**src/pdc_pkg.sv**
```systemverilog
// Shared types, constants and the CRC-16 byte update for the packet deframer.
// No dependencies; imported by the top level and the checker.
package pdc_pkg;

  localparam int unsigned CNT_W      = 11;
  localparam int unsigned OBUF_DEPTH = 4;

  localparam logic [CNT_W-1:0] COUNT_MAX    = 11'h7FF;
  localparam logic [CNT_W-1:0] HDR_BYTES    = 11'd4;
  localparam logic [CNT_W-1:0] TRL_BYTES    = 11'd2;
  localparam logic [CNT_W-1:0] HDR_TRL_MIN  = 11'd6;
  localparam logic [15:0]      CRC_GEN      = 16'h1021;
  localparam logic [15:0]      CRC_INIT     = 16'h0000;

  typedef enum logic [1:0] {
    ST_OK       = 2'd0,
    ST_INVALID  = 2'd1,
    ST_CRC_ERR  = 2'd2,
    ST_OVERFLOW = 2'd3
  } status_t;

  typedef struct packed {
    logic             is_status;
    logic [7:0]       payload_byte;
    status_t          status;
    logic [31:0]      hdr_word;
    logic [CNT_W-1:0] payload_count;
  } result_t;

  // CRC-16, MSB first, one byte.
  function automatic logic [15:0] crc16_byte(input logic [15:0] crc_in,
                                             input logic [7:0]  data);
    logic [15:0] c;
    c = crc_in ^ {data, 8'h00};
    for (int k = 0; k < 8; k++) begin
      c = c[15] ? ({c[14:0], 1'b0} ^ CRC_GEN) : {c[14:0], 1'b0};
    end
    return c;
  endfunction

endpackage

```
**src/packet_deframer_crc16_check_top.sv**
```systemverilog
// Packet deframer with CRC-16 check: top level.
// Depends on pdc_pkg (types, constants, CRC byte update).
//
// Channel  | Direction | Handshake         | Payload
// ---------+-----------+-------------------+------------------------------------------
// in_      | input     | in_valid/in_stall | rx_byte, final_byte
// out_     | output    | out_valid/out_stall | is_status, payload_byte, status_code,
//          |           |                   | header fields, payload_count
// cfg_     | input     | cfg_wr_en         | cfg_wr_data (max_payload_len)
//
// One byte is accepted per cycle when not stalled. Each byte is decoded in
// the cycle it is accepted and its results (zero, one or two) land in an
// OutDepth-entry result queue that drains one transaction per cycle when
// out_stall is low; its head drives out_. A final byte that is also a payload
// byte yields two results, so the input stalls whenever fewer than two queue
// entries are free. Reset is synchronous, active low: it empties the queue,
// clears the packet state and sets max_payload_len to 2047.
module packet_deframer_crc16_check_top
  import pdc_pkg::*;
#(
  parameter int unsigned OutDepth = OBUF_DEPTH
) (
  input  logic             clk,
  input  logic             rst_n,
  // configuration
  input  logic             cfg_wr_en,
  input  logic [CNT_W-1:0] cfg_wr_data,
  // input channel
  input  logic             in_valid,
  output logic             in_stall,
  input  logic [7:0]       in_rx_byte,
  input  logic             in_final_byte,
  // result channel
  output logic             out_valid,
  input  logic             out_stall,
  output logic             out_is_status,
  output logic [7:0]       out_payload_byte,
  output logic [1:0]       out_status_code,
  output logic [2:0]       out_packet_version,
  output logic [6:0]       out_application_id,
  output logic [3:0]       out_service_kind,
  output logic [4:0]       out_message_kind,
  output logic [CNT_W-1:0] out_total_length,
  output logic             out_ack_bit,
  output logic             out_check_present,
  output logic [CNT_W-1:0] out_payload_count
);

  localparam int unsigned PtrW = (OutDepth > 1) ? $clog2(OutDepth) : 1;
  localparam int unsigned CntW = $clog2(OutDepth + 1);

  // packet state
  logic [CNT_W-1:0] byte_idx_r, byte_idx_nxt;
  logic [31:0]      hdr_r, hdr_nxt;
  logic [15:0]      crc_r, crc_nxt;
  logic [15:0]      trl_r, trl_nxt;
  logic [CNT_W-1:0] max_len_r;

  // result queue
  result_t          queue_r [OutDepth];
  logic [PtrW-1:0]  rd_ptr_r, rd_ptr_nxt;
  logic [PtrW-1:0]  wr_ptr_r, wr_ptr_nxt;
  logic [CntW-1:0]  count_r, count_nxt;

  logic in_fire, out_fire;

  // decode of the current byte
  logic             pos_hdr;
  logic [CNT_W-1:0] len_c, end_c;
  logic             chk_c, body_ok, crc_on, trl_on, emit_pay;
  logic [CNT_W-1:0] idx_inc;
  logic [31:0]      hdr_step;
  logic [15:0]      crc_step, trl_step;

  // end-of-packet status
  logic             have_hdr, bad_len;
  logic [31:0]      w_f;
  logic [CNT_W-1:0] len_f, pcount_f;
  logic             chk_f;
  status_t          status_f;
  result_t          pay_res, stat_res;
  logic [PtrW-1:0]  wr_ptr_p1;
  logic [CntW-1:0]  push_n;

  function automatic logic [PtrW-1:0] ptr_inc(input logic [PtrW-1:0] p);
    return (p == PtrW'(OutDepth - 1)) ? '0 : p + 1'b1;
  endfunction

  // Keep room for a payload byte plus its status before taking a byte.
  assign in_stall  = (count_r > CntW'(OutDepth - 2));
  assign out_valid = (count_r != '0);
  assign in_fire   = in_valid && !in_stall;
  assign out_fire  = out_valid && !out_stall;

  // Header bytes always feed the header word and the CRC.
  assign pos_hdr = (byte_idx_r < HDR_BYTES);
  assign len_c   = hdr_r[12:2];
  assign chk_c   = hdr_r[0];
  assign body_ok = chk_c ? (len_c >= HDR_TRL_MIN) : (len_c >= HDR_BYTES);
  assign end_c   = chk_c ? (body_ok ? len_c - TRL_BYTES : '0) : len_c;

  // The CRC covers everything before the trailer, trailer bytes are captured
  // separately, and bytes past the length are ignored.
  assign crc_on   = (len_c >= TRL_BYTES) && (byte_idx_r < len_c - TRL_BYTES);
  assign trl_on   = chk_c && body_ok && (byte_idx_r >= end_c) && (byte_idx_r < len_c);
  assign emit_pay = !pos_hdr && body_ok && (byte_idx_r < end_c);

  assign idx_inc  = (byte_idx_r == COUNT_MAX) ? byte_idx_r : byte_idx_r + 1'b1;
  assign hdr_step = pos_hdr ? {hdr_r[23:0], in_rx_byte} : hdr_r;
  assign crc_step = (pos_hdr || crc_on) ? crc16_byte(crc_r, in_rx_byte) : crc_r;
  assign trl_step = (!pos_hdr && trl_on) ? {trl_r[7:0], in_rx_byte} : trl_r;

  // Status on the final byte, from the state as updated by that byte.
  assign have_hdr = (idx_inc >= HDR_BYTES);
  assign w_f      = have_hdr ? hdr_step : '0;
  assign len_f    = w_f[12:2];
  assign chk_f    = w_f[0];
  assign bad_len  = !have_hdr || (len_f > idx_inc) || (len_f < HDR_BYTES) ||
                    (chk_f && (len_f < HDR_TRL_MIN));
  assign pcount_f = len_f - HDR_BYTES - (chk_f ? TRL_BYTES : '0);

  always_comb begin
    if (bad_len) begin
      status_f = ST_INVALID;
    end else if (chk_f && (trl_step != crc_step)) begin
      status_f = ST_CRC_ERR;
    end else if (pcount_f > max_len_r) begin
      status_f = ST_OVERFLOW;
    end else begin
      status_f = ST_OK;
    end
  end

  always_comb begin
    pay_res              = '0;
    pay_res.is_status    = 1'b0;
    pay_res.payload_byte = in_rx_byte;

    stat_res               = '0;
    stat_res.is_status     = 1'b1;
    stat_res.status        = status_f;
    stat_res.hdr_word      = w_f;
    stat_res.payload_count = bad_len ? '0 : pcount_f;
  end

  // Advance or clear the packet state on each accepted byte.
  always_comb begin
    byte_idx_nxt = byte_idx_r;
    hdr_nxt      = hdr_r;
    crc_nxt      = crc_r;
    trl_nxt      = trl_r;
    if (in_fire) begin
      if (in_final_byte) begin
        byte_idx_nxt = '0;
        hdr_nxt      = '0;
        crc_nxt      = CRC_INIT;
        trl_nxt      = '0;
      end else begin
        byte_idx_nxt = idx_inc;
        hdr_nxt      = hdr_step;
        crc_nxt      = crc_step;
        trl_nxt      = trl_step;
      end
    end
  end

  // Queue bookkeeping: payload byte goes in first, then the status.
  assign wr_ptr_p1 = ptr_inc(wr_ptr_r);
  assign push_n    = in_fire ? (CntW'(emit_pay) + CntW'(in_final_byte)) : '0;

  always_comb begin
    wr_ptr_nxt = wr_ptr_r;
    if (push_n == CntW'(2)) begin
      wr_ptr_nxt = ptr_inc(wr_ptr_p1);
    end else if (push_n == CntW'(1)) begin
      wr_ptr_nxt = wr_ptr_p1;
    end
    rd_ptr_nxt = out_fire ? ptr_inc(rd_ptr_r) : rd_ptr_r;
    count_nxt  = count_r + push_n - CntW'(out_fire);
  end

  always_ff @(posedge clk) begin
    if (!rst_n) begin
      byte_idx_r <= '0;
      hdr_r      <= '0;
      crc_r      <= CRC_INIT;
      trl_r      <= '0;
      max_len_r  <= COUNT_MAX;
      rd_ptr_r   <= '0;
      wr_ptr_r   <= '0;
      count_r    <= '0;
    end else begin
      byte_idx_r <= byte_idx_nxt;
      hdr_r      <= hdr_nxt;
      crc_r      <= crc_nxt;
      trl_r      <= trl_nxt;
      if (cfg_wr_en) begin
        max_len_r <= cfg_wr_data;
      end
      rd_ptr_r   <= rd_ptr_nxt;
      wr_ptr_r   <= wr_ptr_nxt;
      count_r    <= count_nxt;
    end
  end

  // Queue storage holds only result data (payload and status entries); no reset needed.
  always_ff @(posedge clk) begin
    if (in_fire) begin
      if (emit_pay) begin
        queue_r[wr_ptr_r] <= pay_res;
        if (in_final_byte) begin
          queue_r[wr_ptr_p1] <= stat_res;
        end
      end else if (in_final_byte) begin
        queue_r[wr_ptr_r] <= stat_res;
      end
    end
  end

  // Head of the queue drives the result ports.
  result_t head;
  assign head = queue_r[rd_ptr_r];

  assign out_is_status      = head.is_status;
  assign out_payload_byte   = head.payload_byte;
  assign out_status_code    = head.status;
  assign out_packet_version = head.hdr_word[31:29];
  assign out_application_id = head.hdr_word[28:22];
  assign out_service_kind   = head.hdr_word[21:18];
  assign out_message_kind   = head.hdr_word[17:13];
  assign out_total_length   = head.hdr_word[12:2];
  assign out_ack_bit        = head.hdr_word[1];
  assign out_check_present  = head.hdr_word[0];
  assign out_payload_count  = head.payload_count;

endmodule

```
**config.mk**
```make
export PLATFORM = sky130hd
export DESIGN_NAME = packet_deframer_crc16_check_top
export DESIGN_NICKNAME = d
export VERILOG_FILES = /design/src/pdc_pkg.sv /design/src/packet_deframer_crc16_check_top.sv
export SDC_FILE = /design/constraint.sdc
export NUM_CORES = 1
export LEC_CHECK = 0
export BUFFER_PORTS_ARGS = -buffer_cell sky130_fd_sc_hd__buf_2
export CORE_MARGIN = 5
export CORE_UTILIZATION = 40
export CTS_BUF_LIST = sky130_fd_sc_hd__clkbuf_8
export CTS_CLUSTER_DIAMETER = 50
export DETAILED_ROUTE_END_ITERATION = 8
export PLACE_DENSITY_LB_ADDON = 0.2
export SYNTH_ARGS = -nofsm -noshare
export SYNTH_HDL_FRONTEND = slang
export SYNTH_SLANG_ARGS = --single-unit
```
**constraint.sdc**
```tcl
create_clock -name clk -period 11.4 [get_ports clk]
set_input_delay 1.14 -clock clk [delete_from_list [all_inputs] [get_ports clk]]
set_output_delay 1.14 -clock clk [all_outputs]
set_load 0.02 [all_outputs]
```
## Yosys cells after proc, flatten, opt, wreduce, memory -nomap -nowiden

Memory sizes are Yosys's and may differ from the RTL's. A register that Yosys moved wholly into a read port is not among the register bits.
Index checks and enable logic that the tools add are counted.
Widths: inputs -> output; s select.

- Register bits: 93
- Memory bits (writable): 216
- Input bits: 25
- Output and inout bits: 56
- Word-level logic and storage cells: 115
- Memories: 1

Memory list:

| name | words | bits a word | rd ports | clocked after memory_dff | write ports | line | RTL |
|---|---|---|---|---|---|---|---|
| queue_r | 4 | 54 | 1 | 1 | 2 | packet_deframer_crc16_check_top.sv:60 | `result_t queue_r [OutDepth];` |

- $add $sub $neg: 10
- $lt $le $gt $ge: 14
- Equality and inequality tests: 7
- Muxes and demuxes: 44
- Bitwise logic cells: 10
- Reductions and logical operators: 21

Operator list:

| cell | number |
|---|---|
| $mux 13 | 8 |
| $mux 32 | 3 |
| $mux 16 | 4 |
| $mux 11 | 5 |
| $mux 54 | 1 |
| $ge 11x3->1 const B | 3 |
| $lt 11x11->1 | 3 |
| $lt 11x3->1 const B | 3 |
| $mux 2 | 12 |
| $not 3->3 | 8 |
| $gt 11x11->1 | 2 |
| $ne 16x16->1 | 1 |
| $xor 16x16->16 | 1 |
| $add 11x1->11 const B | 1 |
| $eq 11x11->1 const B | 1 |
| $ge 11x11->1 | 1 |
| $ge 11x2->1 const B | 1 |
| $logic_and 1x1->1 | 11 |
| $mux 1 | 11 |
| $sub 11x2->11 | 1 |
| $sub 11x2->11 const B | 1 |
| $sub 11x3->11 const B | 1 |
| $eq 2x2->1 const B | 4 |
| $add 2x1->2 const B | 3 |
| 10 further kinds | 16 |

## Depth between registers and ports, before layout

- Word-level depth: 23
- Gate-level depth with buffers: 27
- Gate-level depth less buffers: 25

## Worst setup path before layout

OpenSTA, ideal clock, no wires.

- Path kind: register to register
- Start point: register byte_idx_r[1]
- End point: memory queue_r[1][44] (netlist bit), data pin
- Library setup time: 0.265 ns
- Arrival time: 4.747 ns
- Data required time: 11.135 ns
- Path slack: 6.388 ns
- Stages on the path, launching flop included: 26
- Path buffers: 3
- Period minus slack after synthesis: 5.012 ns
- Path through: dfxtp_1 -> ha_1 -> and3_1 -> buf_2 -> a31oi_1 -> a211oi_1 -> nand3_2 -> nor2_4 -> buf_4 -> clkbuf_1 -> nor2_1 -> ha_1 -> xnor2_1 -> ha_1 -> a21oi_1 -> nand2_1 -> xnor2_1 -> inv_1 -> ha_1 -> nand4_1 -> o32ai_1 -> a211oi_1 -> nor2_1 -> nand4_1 -> o211ai_2 -> nor2_1

RTL lines:

| what | line | RTL |
|---|---|---|
| start, declared | packet_deframer_crc16_check_top.sv:53 | `logic [CNT_W-1:0] byte_idx_r, byte_idx_nxt;` |
| start signal, assigned | packet_deframer_crc16_check_top.sv:193 | `byte_idx_r <= byte_idx_nxt;` |
| end, declared | packet_deframer_crc16_check_top.sv:60 |  |

==> results summary <==
The count of nets left with antenna violations after detail routing is 0. The number of top-level pins is 81. The width of the die came out at 213 um. The remaining global-route overflow came out at 0. The placeable core region came out at 40800 um2.

The number of vias per cell after detailed routing is 5.46. The portion of the clock cycle consumed by the worst path in the final layout came out at 0.523. The initial antenna violation count came out at 0. The worst reg-to-reg setup slack came out at 5.44 ns. The path class of the tightest hold or removal check is reg2reg. The wire length of the first global-routing pass came out at 69800 um.

The path with the worst hold slack has its endpoint at queue_r[3][53]$_SDFFE_PP1P_. For this run, the leading register cell type out of synthesis is sky130_fd_sc_hd__edfxtp_1. Data arrives at the worst endpoint at 6.33 ns. The run finished with clean final reports. The clock net in this run drives a total of 311 sinks. The category of the critical setup timing path is reg2reg. The clock latency at the later pin of the worst-skew pair is 0.64 ns.

Counting every net in the synthesized netlist gives 1640. The sum of net half-perimeters after detailed placement is 29500 um. After synthesis the netlist holds a flip-flop and latch count of 311. The count of antenna diodes in the layout is 0.

The total via count in the routed design is 11.8k. The number of max-cap violations came out at 0. Along the worst hold path, the cell count comes to 2. A synthesized cell averages 10.7 um2. Entering global routing, the biggest net connects 60 pins. The effective utilization at floorplan came out at 0.405. The first routing iteration left 797 violations. The async set or reset register ratio after synthesis is 0.

STA classifies the critical path startpoint as a flop. The worst hold-check slack is 0.449 ns. The clock transition at the registers of the reported paths is 0.05 ns.

The worst flop-to-flop path startpoint is byte_idx_r[1]$_SDFFE_PN0P_. Routability-driven placement finished with a final weighted congestion of 0.987. The power per standard cell area came out at 172 nW/um2. The tree is rooted in a sky130_fd_sc_hd__clkbuf_8. The number of enable-type register cells in the synthesized netlist came out at 180. The via count of the first global-routing pass is 11.8k. The post-cts resize count came out at 0. No sink is reached through more buffers than the 3 on the longest clock path.

TritonCTS built the clock tree. The number of buffers inserted during clock tree synthesis is 56. The post-route worst setup slack came out at 5.44 ns. The critical path capture point type is a flop. The count of hold buffers inserted by post-cts repair is 0. The cell count after synthesis came out at 1542. The layout overhead on the synthesized area is 11.3%. Of all nets on the critical path, the largest fanout is 10. The number of pins exceeding their max-slew limit in the final report came to 0. The commonest non-fill, non-tap cell in the layout is sky130_fd_sc_hd__nor2_1. The leakage dissipation is 6.69 nW. The fill cell instance count of the final layout came out at 3799. The number of cell instances on the worst register-to-register path is 21.

The number of remaining DRC errors came out at 0. The net total in the final layout is 1686. In the layout the commonest cells are sky130_fd_sc_hd__nor2_1, sky130_fd_sc_hd__edfxtp_1, sky130_fd_sc_hd__dfxtp_1. The critical path required time is 11.77 ns. The routed design has 45100 um of wire.

In this run the most critical hold path is launched from queue_r[3][53]$_SDFFE_PP1P_. The share of post-route cells with drive strength above 1 came out at 0.174. The total setup violations reported at the end of the flow came out at 0. The post-synthesis sequential area ratio came out at 0.485.

At the placement stage, the worst setup path has a slack of 5.54 ns. The worst register-to-register path ends at queue_r[0][43]$_DFFE_PP_. The routed length per instance is 20.8 um.

The count of buffers added on input and output ports is 80. The count of distinct cell types in the synthesized netlist is 83. The maximum clock rate is 168 MHz.

The relative slew slack is 0.252. The die area came out at 45500 um2. The count of standard-cell rows is 74. The post-synthesis instance area came out at 16500 um2. The post-CTS setup buffer count is 0. From bottom edge to top edge, the die measures 213 um.

The final-report hold violation count is 0. The worst-case vdd ir drop came out at 102 uV. The count of yosys warnings during synthesis is 0.

The clock period minus final worst setup slack came out at 5.96 ns. The first detailed-routing pass ran for 6 iterations. The aggregate global-route resource usage is 0.197.

The level count of the clock H-tree came out at 2. For the pin with the worst max-slew slack, the measured transition is 1.12 ns. The clock skew came out at 0.0232 ns.

Setup total negative slack on the finished layout was measured at 0 ns. Setup repair after global routing left no endpoint under its margin.
## synth_stat cells, types with 44 or more instances
cell | instances | area share
sky130_fd_sc_hd__nor2_1 | 198 | 0.045
sky130_fd_sc_hd__edfxtp_1 | 180 | 0.33
sky130_fd_sc_hd__dfxtp_1 | 131 | 0.16
sky130_fd_sc_hd__nand2_1 | 101 | 0.023
sky130_fd_sc_hd__nor2b_1 | 84 | 0.032
sky130_fd_sc_hd__a21oi_1 | 82 | 0.025
sky130_fd_sc_hd__clkbuf_1 | 72 | 0.016
sky130_fd_sc_hd__ha_1 | 72 | 0.054
sky130_fd_sc_hd__a22oi_1 | 67 | 0.030
sky130_fd_sc_hd__mux2i_1 | 55 | 0.033
sky130_fd_sc_hd__mux4_2 | 54 | 0.074
sky130_fd_sc_hd__inv_1 | 51 | 0.012
sky130_fd_sc_hd__nand3_1 | 44 | 0.013
## routing by layer
| metal | routed length, um | part of all wire | global-route usage |
|---|---|---|---|
| met2 | 21800 | 0.48 | 0.330 |
| met1 | 19800 | 0.44 | 0.266 |
| met3 | 2120 | 0.047 | 0.0262 |
| met5 | 0 | 0 | 0 |
| met4 | 1350 | 0.030 | 0.0686 |
## power breakdown
| group | internal, W | switching (W) |
|---|---|---|
| logic | 0.000327 | 0.000475 |
| clock network | 0.000553 | 0.000476 |
| registers | 0.00127 | 0.0000641 |
| total | 0.00215 | 0.00101 |
## worst max path at each step
stage                                from                       end  cells after the start
5_1_grt        byte_idx_r[1]$_SDFFE_PN0P_  queue_r[1][44]$_DFFE_PP_                     22
3_5_place_dp   byte_idx_r[1]$_SDFFE_PN0P_  queue_r[1][44]$_DFFE_PP_                     20
2_1_floorplan  byte_idx_r[1]$_SDFFE_PN0P_  queue_r[1][44]$_DFFE_PP_                     25
6_report       byte_idx_r[1]$_SDFFE_PN0P_  queue_r[0][43]$_DFFE_PP_                     21
3_3_place_gp   byte_idx_r[1]$_SDFFE_PN0P_  queue_r[0][43]$_DFFE_PP_                     20
4_1_cts        byte_idx_r[1]$_SDFFE_PN0P_  queue_r[2][44]$_DFFE_PP_                     20
## per-stage QoR
stage	area, um2	std cells	total power [W]	util
after floorplan	16500	1542	0.00193	-
after global placement	17300	2062	0.00216	0.424
after detailed placement	17300	2062	0.00217	0.424
after CTS	18400	2166	0.00321	0.451
after global routing	18400	2166	0.00333	0.451
final	18400	2166	0.00316	0.451
## cells by family (layout without fill, tap and decap cells)
logic type               after synthesis  after routing  share of synthesized area
adder cells (fa/ha/maj)               75             75                     0.0570
AND/OR/NAND/NOR                      545            545                      0.161
multiplexers                         113            113                      0.110
AO/OA/AOI/OAI                        266            266                      0.108
buffers and inverters                162            254                     0.0417
XOR/XNOR                              70             70                     0.0380
flip-flops                           311            311                      0.485
## worst max-delay path: stages (launching register included)
cell                       delay [ns]
sky130_fd_sc_hd__dfxtp_1         0.53
sky130_fd_sc_hd__ha_1            0.33
sky130_fd_sc_hd__and3_1          0.30
sky130_fd_sc_hd__a31oi_1         0.12
sky130_fd_sc_hd__a211oi_1        0.44
sky130_fd_sc_hd__nand3_2         0.26
sky130_fd_sc_hd__o22ai_1         0.57
sky130_fd_sc_hd__ha_1            0.32
sky130_fd_sc_hd__xnor2_1         0.10
sky130_fd_sc_hd__ha_1            0.20
sky130_fd_sc_hd__a21oi_1         0.28
sky130_fd_sc_hd__nand2_1         0.13
sky130_fd_sc_hd__xnor2_1         0.42
sky130_fd_sc_hd__inv_1           0.11
sky130_fd_sc_hd__ha_1            0.31
sky130_fd_sc_hd__nand4_1         0.10
sky130_fd_sc_hd__o32ai_1         0.33
sky130_fd_sc_hd__a211oi_1        0.14
sky130_fd_sc_hd__nor2_1          0.25
sky130_fd_sc_hd__nand4b_1        0.17
sky130_fd_sc_hd__o211ai_2        0.10
sky130_fd_sc_hd__nor2b_1         0.18
## cell type report
type / count / area, um2 / area share
inverter: 52 / 195 / 0.0106
timing repair buffer: 98 / 536 / 0.0291
clock inverter: 41 / 246 / 0.0134
multi-input combinational: 1069 / 7870 / 0.427
tap: 532 / 666 / 0.0361
clock buffer: 63 / 867 / 0.0471
sequential: 311 / 8030 / 0.436
## sequential cells by signal, indices dropped and copies added, names as in the netlist, named ones only
signal and count:
byte_idx_r 11, count_r 3, crc_r 16, hdr_r 32
max_len_r 11, queue_r 216, rd_ptr_r 2, trl_r 16
wr_ptr_r 2
Power figures use the tool's default switching activity.
